### src/sv/sorted_priority_queue_macros.svh
// ============================================================================
// Sorted priority queue assertion macros
// Concurrent assertion helpers. They expect signals named clock and reset in
// the module that uses them, and compile to nothing under synthesis.
// ============================================================================
`ifndef SORTED_PRIORITY_QUEUE_MACROS_SVH
`define SORTED_PRIORITY_QUEUE_MACROS_SVH

`ifndef SYNTHESIS

// The condition holds at every clock edge outside reset.
`define SPQ_ASSERT_ALWAYS(lbl, cond) \
   lbl: assert property (@(posedge clock) disable iff (reset) (cond)) \
      else $error("sorted_priority_queue: assertion failed");

// The antecedent implies the consequent in the same cycle.
`define SPQ_ASSERT_IMPLIES(lbl, ante, cons) \
   lbl: assert property (@(posedge clock) disable iff (reset) (ante) |-> (cons)) \
      else $error("sorted_priority_queue: assertion failed");

// The antecedent implies the consequent in the next cycle.
`define SPQ_ASSERT_NEXT(lbl, ante, cons) \
   lbl: assert property (@(posedge clock) disable iff (reset) (ante) |=> (cons)) \
      else $error("sorted_priority_queue: assertion failed");

`else

`define SPQ_ASSERT_ALWAYS(lbl, cond)
`define SPQ_ASSERT_IMPLIES(lbl, ante, cons)
`define SPQ_ASSERT_NEXT(lbl, ante, cons)

`endif

`endif

### src/sv/spq_pkg.sv
// ============================================================================
// Sorted priority queue package
// Sizes, operation and status codes, and the control word that the top level
// broadcasts to every cell of the chain.
// ============================================================================
package spq_pkg;

   // Store geometry and field widths.
   localparam int DEPTH         = 16;
   localparam int PAYLOAD_BITS  = 16;
   localparam int PRIORITY_BITS = 16;
   localparam int COUNT_BITS    = $clog2(DEPTH + 1);
   localparam int STATUS_BITS   = 2;

   // Operation codes carried in the kind field.
   localparam logic KIND_ENQ = 1'b0;
   localparam logic KIND_DEQ = 1'b1;

   // Result status codes.
   typedef enum logic [STATUS_BITS-1:0] {
      ST_ENQ   = 2'd0,
      ST_DEQ   = 2'd1,
      ST_EMPTY = 2'd2,
      ST_FULL  = 2'd3
   } status_type;

   typedef logic signed [PRIORITY_BITS-1:0] priority_type;
   typedef logic [PAYLOAD_BITS-1:0]         payload_type;
   typedef logic [COUNT_BITS-1:0]           count_type;

   // Operation broadcast to all cells in the cycle an item is accepted.
   typedef struct packed {
      logic         enq;
      logic         deq;
      priority_type pri;
      payload_type  pay;
   } cell_op_type;

endpackage

### src/sv/spq_if.sv
// ============================================================================
// Sorted priority queue channel interfaces
// Valid/ready channels for request items and response items.
// ============================================================================
interface spq_req_if import spq_pkg::*; ();
   logic         valid;
   logic         ready;
   logic         kind;
   priority_type priority_req;
   payload_type  payload;

   modport source (output valid, output kind, output priority_req, output payload,
                   input ready);
   modport sink   (input valid, input kind, input priority_req, input payload,
                   output ready);
endinterface

interface spq_rsp_if import spq_pkg::*; ();
   logic                   valid;
   logic                   ready;
   logic [STATUS_BITS-1:0] status;
   payload_type            out_payload;
   count_type              fill_count;

   modport source (output valid, output status, output out_payload, output fill_count,
                   input ready);
   modport sink   (input valid, input status, input out_payload, input fill_count,
                   output ready);
endinterface

### src/sv/spq_cell.sv
// ============================================================================
// Sorted priority queue cell
// One slot of the sorted chain. On an enqueue the cell keeps its entry, takes
// the new entry, or takes its left neighbor's entry; on a dequeue it takes its
// right neighbor's entry.
// ============================================================================
module spq_cell import spq_pkg::*; (
   input  logic         clock,
   input  cell_op_type  op,
   input  logic         occupied,
   input  logic         left_stay,
   input  priority_type left_pri,
   input  payload_type  left_pay,
   input  priority_type right_pri,
   input  payload_type  right_pay,
   output logic         stay,
   output priority_type pri,
   output payload_type  pay
);

   priority_type pri_ff, pri_in;
   payload_type  pay_ff, pay_in;

   // A valid entry with a strictly smaller priority stays ahead of the new one.
   assign stay = occupied && (pri_ff < op.pri);

   // Select the next entry of this slot.
   always_comb begin
      pri_in = pri_ff;
      pay_in = pay_ff;
      if (op.enq) begin
         if (stay) begin
            pri_in = pri_ff;
            pay_in = pay_ff;
         end else if (left_stay) begin
            // Everything to the left stays, so the new entry lands here.
            pri_in = op.pri;
            pay_in = op.pay;
         end else begin
            pri_in = left_pri;
            pay_in = left_pay;
         end
      end else if (op.deq) begin
         pri_in = right_pri;
         pay_in = right_pay;
      end
   end

   always_ff @(posedge clock) begin
      pri_ff <= pri_in;
      pay_ff <= pay_in;
   end

   assign pri = pri_ff;
   assign pay = pay_ff;

endmodule

### src/sv/sorted_priority_queue.sv
// ============================================================================
// Sorted priority queue
// Bounded priority queue kept sorted in a chain of cells, smallest first.
// ============================================================================
// Usage:
// Request items arrive on req_ch: kind selects enqueue or dequeue, and an
// enqueue carries a signed priority and a payload handle. Every request item
// gives exactly one response item on rsp_ch with a status, the dequeued
// payload (zero otherwise) and the number of stored entries afterward.
// A new entry goes ahead of all stored entries of equal or greater priority,
// so among equal priorities the newest leaves first. An enqueue into a full
// queue is dropped and reports full; a dequeue of an empty queue reports empty.
// The response item appears in the cycle after the request item is accepted.
// One request item is taken every cycle while the receiver keeps up, since
// all cells compare against the new priority and shift by one slot in
// parallel. When the receiver stalls, the response item holds in its
// register and no further request item is taken until it leaves. Reset
// empties the queue; stored entries need no clearing.
// ============================================================================
`include "sorted_priority_queue_macros.svh"

module sorted_priority_queue import spq_pkg::*; (
   input logic   clock,
   input logic   reset,
   spq_req_if.sink   req_ch,
   spq_rsp_if.source rsp_ch
);

   count_type   count_ff, count_in;
   logic        rsp_valid_ff, rsp_valid_in;
   status_type  rsp_status_ff, rsp_status_in;
   payload_type rsp_payload_ff, rsp_payload_in;
   count_type   rsp_fill_ff;

   logic        accept;
   logic        full;
   logic        empty;
   logic        is_enq;
   cell_op_type op;

   priority_type cell_pri  [DEPTH];
   payload_type  cell_pay  [DEPTH];
   logic         cell_stay [DEPTH];

   // Handshake: take a request item whenever the response slot is free or leaving.
   assign req_ch.ready = !rsp_valid_ff || rsp_ch.ready;
   assign accept       = req_ch.valid && req_ch.ready;

   assign full   = (count_ff == COUNT_BITS'(DEPTH));
   assign empty  = (count_ff == '0);
   assign is_enq = (req_ch.kind == KIND_ENQ);

   // Broadcast the operation to the chain.
   always_comb begin
      op.enq = accept && is_enq && !full;
      op.deq = accept && !is_enq && !empty;
      op.pri = req_ch.priority_req;
      op.pay = req_ch.payload;
   end

   // The row of cells; the front of the queue is cell zero.
   for (genvar i = 0; i < DEPTH; i++) begin : g_cell
      logic         occ;
      logic         lstay;
      priority_type lpri;
      payload_type  lpay;
      priority_type rpri;
      payload_type  rpay;

      assign occ = (count_ff > COUNT_BITS'(i));

      if (i == 0) begin : g_first
         // The front cell sees a left neighbor that always stays.
         assign lstay = 1'b1;
         assign lpri  = '0;
         assign lpay  = '0;
      end else begin : g_inner
         assign lstay = cell_stay[i-1];
         assign lpri  = cell_pri[i-1];
         assign lpay  = cell_pay[i-1];
      end

      if (i == DEPTH - 1) begin : g_last
         assign rpri = '0;
         assign rpay = '0;
      end else begin : g_body
         assign rpri = cell_pri[i+1];
         assign rpay = cell_pay[i+1];
      end

      spq_cell u_cell (
         .clock     (clock),
         .op        (op),
         .occupied  (occ),
         .left_stay (lstay),
         .left_pri  (lpri),
         .left_pay  (lpay),
         .right_pri (rpri),
         .right_pay (rpay),
         .stay      (cell_stay[i]),
         .pri       (cell_pri[i]),
         .pay       (cell_pay[i])
      );
   end

   // Entry count and response contents.
   always_comb begin
      count_in       = count_ff;
      rsp_status_in  = ST_ENQ;
      rsp_payload_in = '0;
      if (is_enq) begin
         if (full) begin
            rsp_status_in = ST_FULL;
         end else begin
            rsp_status_in = ST_ENQ;
            count_in      = count_ff + COUNT_BITS'(1);
         end
      end else begin
         if (empty) begin
            rsp_status_in = ST_EMPTY;
         end else begin
            rsp_status_in  = ST_DEQ;
            rsp_payload_in = cell_pay[0];
            count_in       = count_ff - COUNT_BITS'(1);
         end
      end
   end

   // Response valid: set on accept, cleared when the receiver takes the item.
   always_comb begin
      rsp_valid_in = rsp_valid_ff;
      if (accept) begin
         rsp_valid_in = 1'b1;
      end else if (rsp_ch.ready) begin
         rsp_valid_in = 1'b0;
      end
   end

   always_ff @(posedge clock) begin
      if (reset) begin
         count_ff     <= '0;
         rsp_valid_ff <= 1'b0;
      end else begin
         rsp_valid_ff <= rsp_valid_in;
         if (accept) begin
            count_ff <= count_in;
         end
      end
   end

   always_ff @(posedge clock) begin
      if (accept) begin
         rsp_status_ff  <= rsp_status_in;
         rsp_payload_ff <= rsp_payload_in;
         rsp_fill_ff    <= count_in;
      end
   end

   assign rsp_ch.valid       = rsp_valid_ff;
   assign rsp_ch.status      = rsp_status_ff;
   assign rsp_ch.out_payload = rsp_payload_ff;
   assign rsp_ch.fill_count  = rsp_fill_ff;

   // Checks on count bookkeeping and on response consistency.
   `SPQ_ASSERT_ALWAYS(a_count_bound, count_ff <= COUNT_BITS'(DEPTH))
   `SPQ_ASSERT_NEXT(a_enq_grows, op.enq, count_ff == $past(count_ff) + COUNT_BITS'(1))
   `SPQ_ASSERT_NEXT(a_deq_shrinks, op.deq, count_ff == $past(count_ff) - COUNT_BITS'(1))
   `SPQ_ASSERT_IMPLIES(a_full_rsp, rsp_valid_ff && rsp_status_ff == ST_FULL,
      rsp_fill_ff == COUNT_BITS'(DEPTH) && rsp_payload_ff == '0)
   `SPQ_ASSERT_IMPLIES(a_empty_rsp, rsp_valid_ff && rsp_status_ff == ST_EMPTY,
      rsp_fill_ff == '0 && rsp_payload_ff == '0)

endmodule
### src/flat_wrapper.sv
// flat-port wrapper written by rule: the top's interface ports become plain ports
module sorted_priority_queue_flat import spq_pkg::*;
  (clock, reset, req_ch_valid, req_ch_kind, req_ch_priority_req, req_ch_payload, req_ch_ready, rsp_ch_valid, rsp_ch_status, rsp_ch_out_payload, rsp_ch_fill_count, rsp_ch_ready);
  spq_req_if req_ch_i ();
  spq_rsp_if rsp_ch_i ();
  input logic clock;
  input logic reset;
  input wire logic [$bits(req_ch_i.valid)-1:0] req_ch_valid;
  input wire logic [$bits(req_ch_i.kind)-1:0] req_ch_kind;
  input wire logic [$bits(req_ch_i.priority_req)-1:0] req_ch_priority_req;
  input wire logic [$bits(req_ch_i.payload)-1:0] req_ch_payload;
  output wire logic [$bits(req_ch_i.ready)-1:0] req_ch_ready;
  output wire logic [$bits(rsp_ch_i.valid)-1:0] rsp_ch_valid;
  output wire logic [$bits(rsp_ch_i.status)-1:0] rsp_ch_status;
  output wire logic [$bits(rsp_ch_i.out_payload)-1:0] rsp_ch_out_payload;
  output wire logic [$bits(rsp_ch_i.fill_count)-1:0] rsp_ch_fill_count;
  input wire logic [$bits(rsp_ch_i.ready)-1:0] rsp_ch_ready;
  assign req_ch_i.valid = req_ch_valid;
  assign req_ch_i.kind = req_ch_kind;
  assign req_ch_i.priority_req = req_ch_priority_req;
  assign req_ch_i.payload = req_ch_payload;
  assign req_ch_ready = req_ch_i.ready;
  assign rsp_ch_valid = rsp_ch_i.valid;
  assign rsp_ch_status = rsp_ch_i.status;
  assign rsp_ch_out_payload = rsp_ch_i.out_payload;
  assign rsp_ch_fill_count = rsp_ch_i.fill_count;
  assign rsp_ch_i.ready = rsp_ch_ready;
  sorted_priority_queue u_core (.clock(clock), .reset(reset), .req_ch(req_ch_i), .rsp_ch(rsp_ch_i));
endmodule
### config.mk
export PLATFORM = sky130hd
export DESIGN_NAME = sorted_priority_queue_flat
export DESIGN_NICKNAME = d
export VERILOG_FILES = /design/src/sv/spq_pkg.sv /design/src/sv/spq_if.sv /design/src/sv/spq_cell.sv /design/src/sv/sorted_priority_queue.sv /design/src/flat_wrapper.sv
export VERILOG_INCLUDE_DIRS = /design/src /design/src/sv
export SDC_FILE = /design/constraint.sdc
export NUM_CORES = 1
export LEC_CHECK = 0
export BUFFER_PORTS_ARGS = -buffer_cell sky130_fd_sc_hd__buf_4
export CORE_UTILIZATION = 30
export DETAILED_ROUTE_END_ITERATION = 16
export GPL_ROUTABILITY_DRIVEN = 0
export HOLD_SLACK_MARGIN = 0.05
export PLACE_DENSITY = 0.5
export SETUP_SLACK_MARGIN = 0.1
export SLEW_MARGIN = 0
export SYNTH_ARGS = -nofsm -noshare
export SYNTH_HDL_FRONTEND = slang
export SYNTH_SLANG_ARGS = --single-unit
### constraint.sdc
create_clock -name clock -period 13.2 [get_ports clock]
set_input_delay 0.66 -clock clock [delete_from_list [all_inputs] [get_ports clock]]
set_output_delay 0.66 -clock clock [all_outputs]
set_load 0.02 [all_outputs]
==> metrics.yaml, run 1 <==
cts:
  hold_buffers: 0
  cts.clk_slew.worst_paths_ns: 0.06
  clock_latency_ns: 0.63
  clockRootBuffer: "clkbuf_16"
  cts_setup_buffers: 0
  cts_tree: "done"
  cts-htree-levels: 3
  cts_buffers: 67
  clkSinkCount: 541
  cts_buffer_depth: 3
  postCtsResizedCells: 0
pwr:
  pwr-share-comb_pct: 22.6
  p_switching_w: 0.001849
  vdd_drop_max_v: 0.00008923
  internal_power_w: 0.003629
  p_sw_share_pct: 33.75
  clkPwrFrac_pct: 33.0
  seq_power_share_pct: 44.4
  p_leak_nw: 12.60
  p_per_area_nw_per_um2: 155.4
worst_setup_path:
  worst_path_most_repeated_cell: "buf_4"
  critPathArrivalTime_ns: 5.13
  required_ns: 13.48
  path_class: "in2reg"
  path_max_fanout: 65
  critPathMaxStageDelay_ns: 0.69
  crit_buf_inv: 4
  critical-path-top-delay-family: "buffers and inverters"
  end_kind: "flop"
  cp_slowest_cell: "inv_1"
  critical_path.cell_chain: "buf_4 > inv_1 > ha_1 > nand2_1 > nor4_1 > o311ai_1 > o2111ai_1 > mux2i_4 > buf_4 > nand2_1 > nand2_2 > buf_4"
  start_kind: "input pin"
sta:
  period_share_pct: 36.75
  relSlewSlack_pct: 12.73
  setup_viol: 0
  finalClockSkew_ns: 0.03416
  hold_viol: 0
  slew_violations: 0
  fmax_ghz: 0.2061
  worstMarginPinSlew_ns: 1.304
  period_minus_slack_ns: 4.851
  rsz0062_at_grt: "no"
  finalSetupTns_ns: 0
  hold_ws_ns: 0.2554
run_status:
  status: "finished, final reports clean"
floorplan:
  coreArea_um2: 103800
  dieArea_um2: 106100
  die_w_um: 325.8
  rows: 118
  ios: 62
  initial_core_util_pct: 30.30
  die_y_um: 325.8
worst_hold_path:
  holdCritPathClass: "in2reg"
logic_synthesis:
  synth-seq-cells: 541
  synth_top_area_share_pct: 51.08
  syn_nets: 3372
  synth.area.top_cells: "edfxtp_1 51%, ha_1 9.7%, o211ai_1 9.4%"
  async_reset_ff_share_pct: 0
  ys_types: 61
  synth_ff_type: "edfxtp_1"
  syn_inst: 3090
  synth-seq-area-share_pct: 51.46
  synthesis.area_um2: 31450
  yosysWarningCount: 0
  synth_top_area_cell: "edfxtp_1"
  synth_edf_count: 535
  avgSynthCellArea_um2: 10.18
global_route:
  grt_antenna_before_repair: 5
  grt_max_degree: 179
  grt_pass1_vias: 24195
  grt_usage_pct: 20.93
  grt_first_pass_wirelength_um: 165700
  grt_overflow_total: 0
placed_design:
  postPlaceCellArea_um2: 33200
  io_buffers: 61
  dp_cells: 4319
  hpwl_um: 71400
route:
  drt_pre_antenna_iters: 6
  drc: 0
  num_vias: 25352
  wire_per_inst_um: 25.59
  antenna_left: 0
  routed_wl_um: 113500
  initialDrtViolationCount: 2933
  viasPerCell: 5.714
finish:
  diodes: 0
  n_fill_cell: 10508
  area_delta_synth_final_pct: 12.07
  finalNetCount: 3290
  mostFrequentLayoutCells: "554 x nand2_1, 535 x edfxtp_1, 429 x nand3_1, 394 x o211ai_1, 245 x ha_1"
  final_cells: 4437
  final_common_cell: "nand2_1"
  postLayoutCoreUtil_pct: 33.96
  design_area_um2: 35250
  drive_gt1_share_pct: 7.622
flow_run:
  cap_violations: 0
-- final timing paths --
path | cells after the start | end | start | slack [ns]
setup / recovery | 12 | u_core.g_cell[10].u_cell.pay[7]$_DFFE_PP_ | req_ch_priority_req[15] | 8.35
hold / removal | 2 | u_core.count_ff[0]$_SDFFE_PP0P_ | reset | 0.26
setup reg to reg | 10 | u_core.g_cell[12].u_cell.pay[11]$_DFFE_PP_ | u_core.count_ff[0]$_SDFFE_PP0P_ | 8.40
hold reg to reg | 2 | u_core.rsp_ch.valid$_SDFFE_PP0P_ | u_core.rsp_ch.valid$_SDFFE_PP0P_ | 0.54
-- logic make-up (layout without fill, tap and decap cells) --
family / Yosys count / in the layout / synth area share (%)
flip-flops: 541 / 541 / 51.46
buffers and inverters: 279 / 246 / 3.556
XOR/XNOR: 3 / 3 / 0.08355
adder cells (fa/ha/maj): 245 / 245 / 9.746
multiplexers: 79 / 79 / 2.534
AND/OR/NAND/NOR: 1247 / 1247 / 17.64
AO/OA/AOI/OAI: 696 / 696 / 14.98
-- cell type report --
cell class	instances	area (µm²)	area share, %
Sequential cell	541	16190	45.91
Clock buffer	83	1779	5.047
Clock inverter	35	271.5	0.7702
Multi-Input combinational cell	2270	14370	40.76
Timing Repair Buffer	104	830.8	2.357
Tap cell	1380	1727	4.898
Inverter	24	90.09	0.2556
-- power by group through the flow --
stage	Clock, W	Combinational (W)	Sequential, W
3_5_place_dp	0	0.00123	0.00246
4_1_cts	0.00183	0.00123	0.00243
6_report	0.00181	0.00124	0.00243
2_1_floorplan	0	0.000794	0.00237
5_1_grt	0.00189	0.00136	0.00245
3_3_place_gp	0	0.00122	0.00246
-- registers in the layout, indices dropped and copies added (netlist names) --
register and cells:
u_core.count_ff 5, u_core.rsp_ch.out_payload 16, u_core.rsp_ch.status 2, u_core.g_cell.u_cell.pay 256
u_core.rsp_ch.fill_count 5, u_core.g_cell.u_cell.pri 256, u_core.rsp_ch.valid 1
-- synthesized netlist by cell type (all sizes together) (2+ instances only) --
cell type,n
mux2i,77
a21oi,149
inv,24
a211oi,8
nand2b,9
o211ai,394
nor2b,13
o2111ai,4
nor4,11
nand3b,2
nor2,127
o21a,5
nor3,12
o211a,4
nor4b,3
clkbuf,202
o311ai,9
or3,8
and3,18
mux2,2
dfxtp,6
a221oi,5
edfxtp,535
or2,6
ha,245
nor3b,11
nand4,25
xnor2,3
o21ai,76
a22oi,6
buf,53
nand2,567
nand3,430
a2111oi,4
a31oi,9
a21o,13
-- per-layer routing --
metal,wire [µm],up-vias,global-route usage (%),part of all wire [%]
met5,28,-,0,0.025
met4,3857,4,7.399,3.4
met3,8098,185,3.471,7.1
met2,49680,989,31.58,44
met1,51860,12567,30.06,46
li1,-,11607,-,-
-- metrics by stage --
| stage | total power, W | setup slack, ns |
|---|---|---|
| after global routing | 0.005697 | 8.120 |
| after floorplan | 0.003169 | 8.233 |
| after CTS | 0.005494 | 8.360 |
| final | 0.005477 | 8.349 |
| after detailed placement | 0.003690 | 7.713 |
| after global placement | 0.003683 | 7.719 |
Power figures use the tool's default switching activity.
==> run 2, diff against run 1 <==
Settings changed: ABC_AREA from default to 1.
Clock period 13.2 ns to 4.6 ns, I/O delays scaled along.
==> metrics.yaml, run 2 <==
finish:
  final_common_cell: "nand2_1"
  seq_area_um2: 16190
  n_fill_cell: 13104
  multi_input_area_um2: 17000
  drive_gt1_share_pct: 6.859
  finalNetCount: 5054
  mostFrequentLayoutCells: "1729 x nand2_1, 576 x inv_1, 535 x edfxtp_1, 495 x nand3_1, 486 x nand4_1"
  area_delta_synth_final_pct: 12.28
route:
  wire_per_inst_um: 21.88
  drt_pre_antenna_iters: 8
  antenna_left: 0
  drc: 0
  routed_wl_um: 141100
  viasPerCell: 5.296
  num_vias: 34169
  initialDrtViolationCount: 3140
cts:
  clock_latency_ns: 0.65
  cts-htree-levels: 3
  cts_buffers: 69
  cts_setup_buffers: 0
  clkSinkCount: 541
  clockRootBuffer: "clkbuf_16"
  hold_buffers: 34
  postCtsResizedCells: 0
  cts.clk_slew.worst_paths_ns: 0.06
  cts_tree: "done"
  cts_buffer_depth: 3
pwr:
  power_w: 0.01698
  p_per_area_nw_per_um2: 408.6
  p_leak_nw: 19.78
  vdd_drop_max_v: 0.0002856
run_status:
  status: "finished, final reports clean"
sta:
  finalClockSkew_ns: 0.02665
  worstMarginPinSlew_ns: 1.361
  worst_slack_ns: 0.7441
  slew_violations: 0
  rsz0062_at_grt: "no"
  finalSetupTns_ns: 0
  period_share_pct: 83.82
  hold_viol: 0
  setup_viol: 0
  fmax_ghz: 0.2593
  period_minus_slack_ns: 3.856
  relSlewSlack_pct: 9.176
floorplan:
  rows: 128
  initial_core_util_pct: 30.33
  dieArea_um2: 124800
  ios: 62
  coreArea_um2: 122000
  die_w_um: 353.3
  die_y_um: 353.3
logic_synthesis:
  synthTopCellsByCount: "1730 x nand2_1, 591 x inv_1, 535 x edfxtp_1, 495 x nand3_1, 486 x nand4_1"
  async_reset_ff_share_pct: 0
  synth-seq-area-share_pct: 43.73
  synth_edf_count: 535
  synthesis.area_um2: 37010
  syn_inst: 4802
  ys_types: 35
  syn_nets: 5084
  synth-seq-cells: 541
  yosysWarningCount: 0
  synth_top_area_cell: "edfxtp_1"
  synth_ff_type: "edfxtp_1"
  avgSynthCellArea_um2: 7.708
  synth_most_common_cell: "nand2_1"
  synth_top_area_share_pct: 43.40
  synth.area.top_cells: "edfxtp_1 43%, nand2_1 18%, ha_1 8.3%"
global_route:
  grt_antenna_before_repair: 4
  grt_usage_pct: 22.00
  grt_first_pass_wirelength_um: 211400
  grt_pass1_vias: 33276
  grt_max_degree: 112
  grt_overflow_total: 0
flow_run:
  cap_violations: 0
worst_setup_path:
  path_class: "in2reg"
  critPathArrivalTime_ns: 4.14
  end_kind: "flop"
  start_kind: "input pin"
  required_ns: 4.88
  path_max_fanout: 33
placed_design:
  io_buffers: 61
  hpwl_um: 94650
  place_ws_ns: 0.7108
worst_hold_path:
  holdCritPathClass: "in2reg"
[run 2: final timing paths]
kind / cells past startpoint / endpoint / start / slack, ns
worst max-delay path: 17 / u_core.g_cell[1].u_cell.pri[4]$_DFFE_PP_ / req_ch_priority_req[1] / 0.74
worst min-delay path: 3 / u_core.g_cell[0].u_cell.pri[0]$_DFFE_PP_ / req_ch_priority_req[0] / 0.18
worst min register to register: 2 / u_core.g_cell[14].u_cell.pay[14]$_DFFE_PP_ / u_core.g_cell[15].u_cell.pay[14]$_SDFFCE_PN0P_ / 0.52
worst max register to register: 8 / u_core.g_cell[6].u_cell.pay[11]$_DFFE_PP_ / u_core.count_ff[0]$_SDFFE_PP0P_ / 1.14
[run 2: kinds of logic (layout without fill, tap and decap cells)]
kind of cell             count (synthesis)  after routing  synth area share, %
other                                    0              1                    0
XOR/XNOR                                 3              3              0.07100
AND/OR/NAND/NOR                       2888           2888                34.61
buffers and inverters                  928            952                10.44
AO/OA/AOI/OAI                          197            197                2.873
adder cells (fa/ha/maj)                245            245                8.282
flip-flops                             541            541                43.73
[run 2: metal layers]
layer  global-route usage [%]  share of wire (%)
met1                    29.67                 44
met2                    36.49                 47
met3                    2.770                5.8
met4                    6.840                2.9
met5                        0                  0
[run 2: final cells by class]
| class | count | area share (%) |
|---|---|---|
| clock buffer | 85 | 4.299 |
| tap | 1625 | 4.893 |
| sequential | 541 | 38.95 |
| clock inverter | 40 | 0.7768 |
| antenna | 1 | 0.006022 |
| multi-input combinational | 3333 | 40.92 |
| inverter | 597 | 5.410 |
| timing repair buffer | 230 | 4.751 |
[run 2: critical path, cell delays in order]
cell,delay (ns)
dlygate4sd3_1,0.53
buf_4,0.13
clkinv_1,0.89
ha_1,0.71
nand2_1,0.05
nand2_1,0.05
nand2_1,0.04
nand2_1,0.05
nand2_1,0.05
nand2_1,0.10
nand2_1,0.08
nand2_1,0.08
nand2_2,0.40
nand3_2,0.20
nand2_1,0.06
nand2_1,0.06
buf_4,0.42
[run 2: report_power, final]
part	total [W]	switching [W]	leakage (nW)	internal, W
registers	0.00688	0.000535	5.16	0.00635
logic	0.00476	0.00338	13.6	0.00138
clock network	0.00534	0.00239	1.03	0.00295
[run 2: metrics by stage]
stage / hold WS, ns / util, % / instance area (µm²) / std cells
after floorplan: 0.2991 / - / 37010 / 4802
after global placement: 0.4513 / 32.04 / 39110 / 6292
after detailed placement: 0.4540 / 32.04 / 39110 / 6292
after CTS: 0.1388 / 34.05 / 41550 / 6451
after global routing: 0.1450 / 34.05 / 41550 / 6451
final: 0.1796 / 34.05 / 41560 / 6452
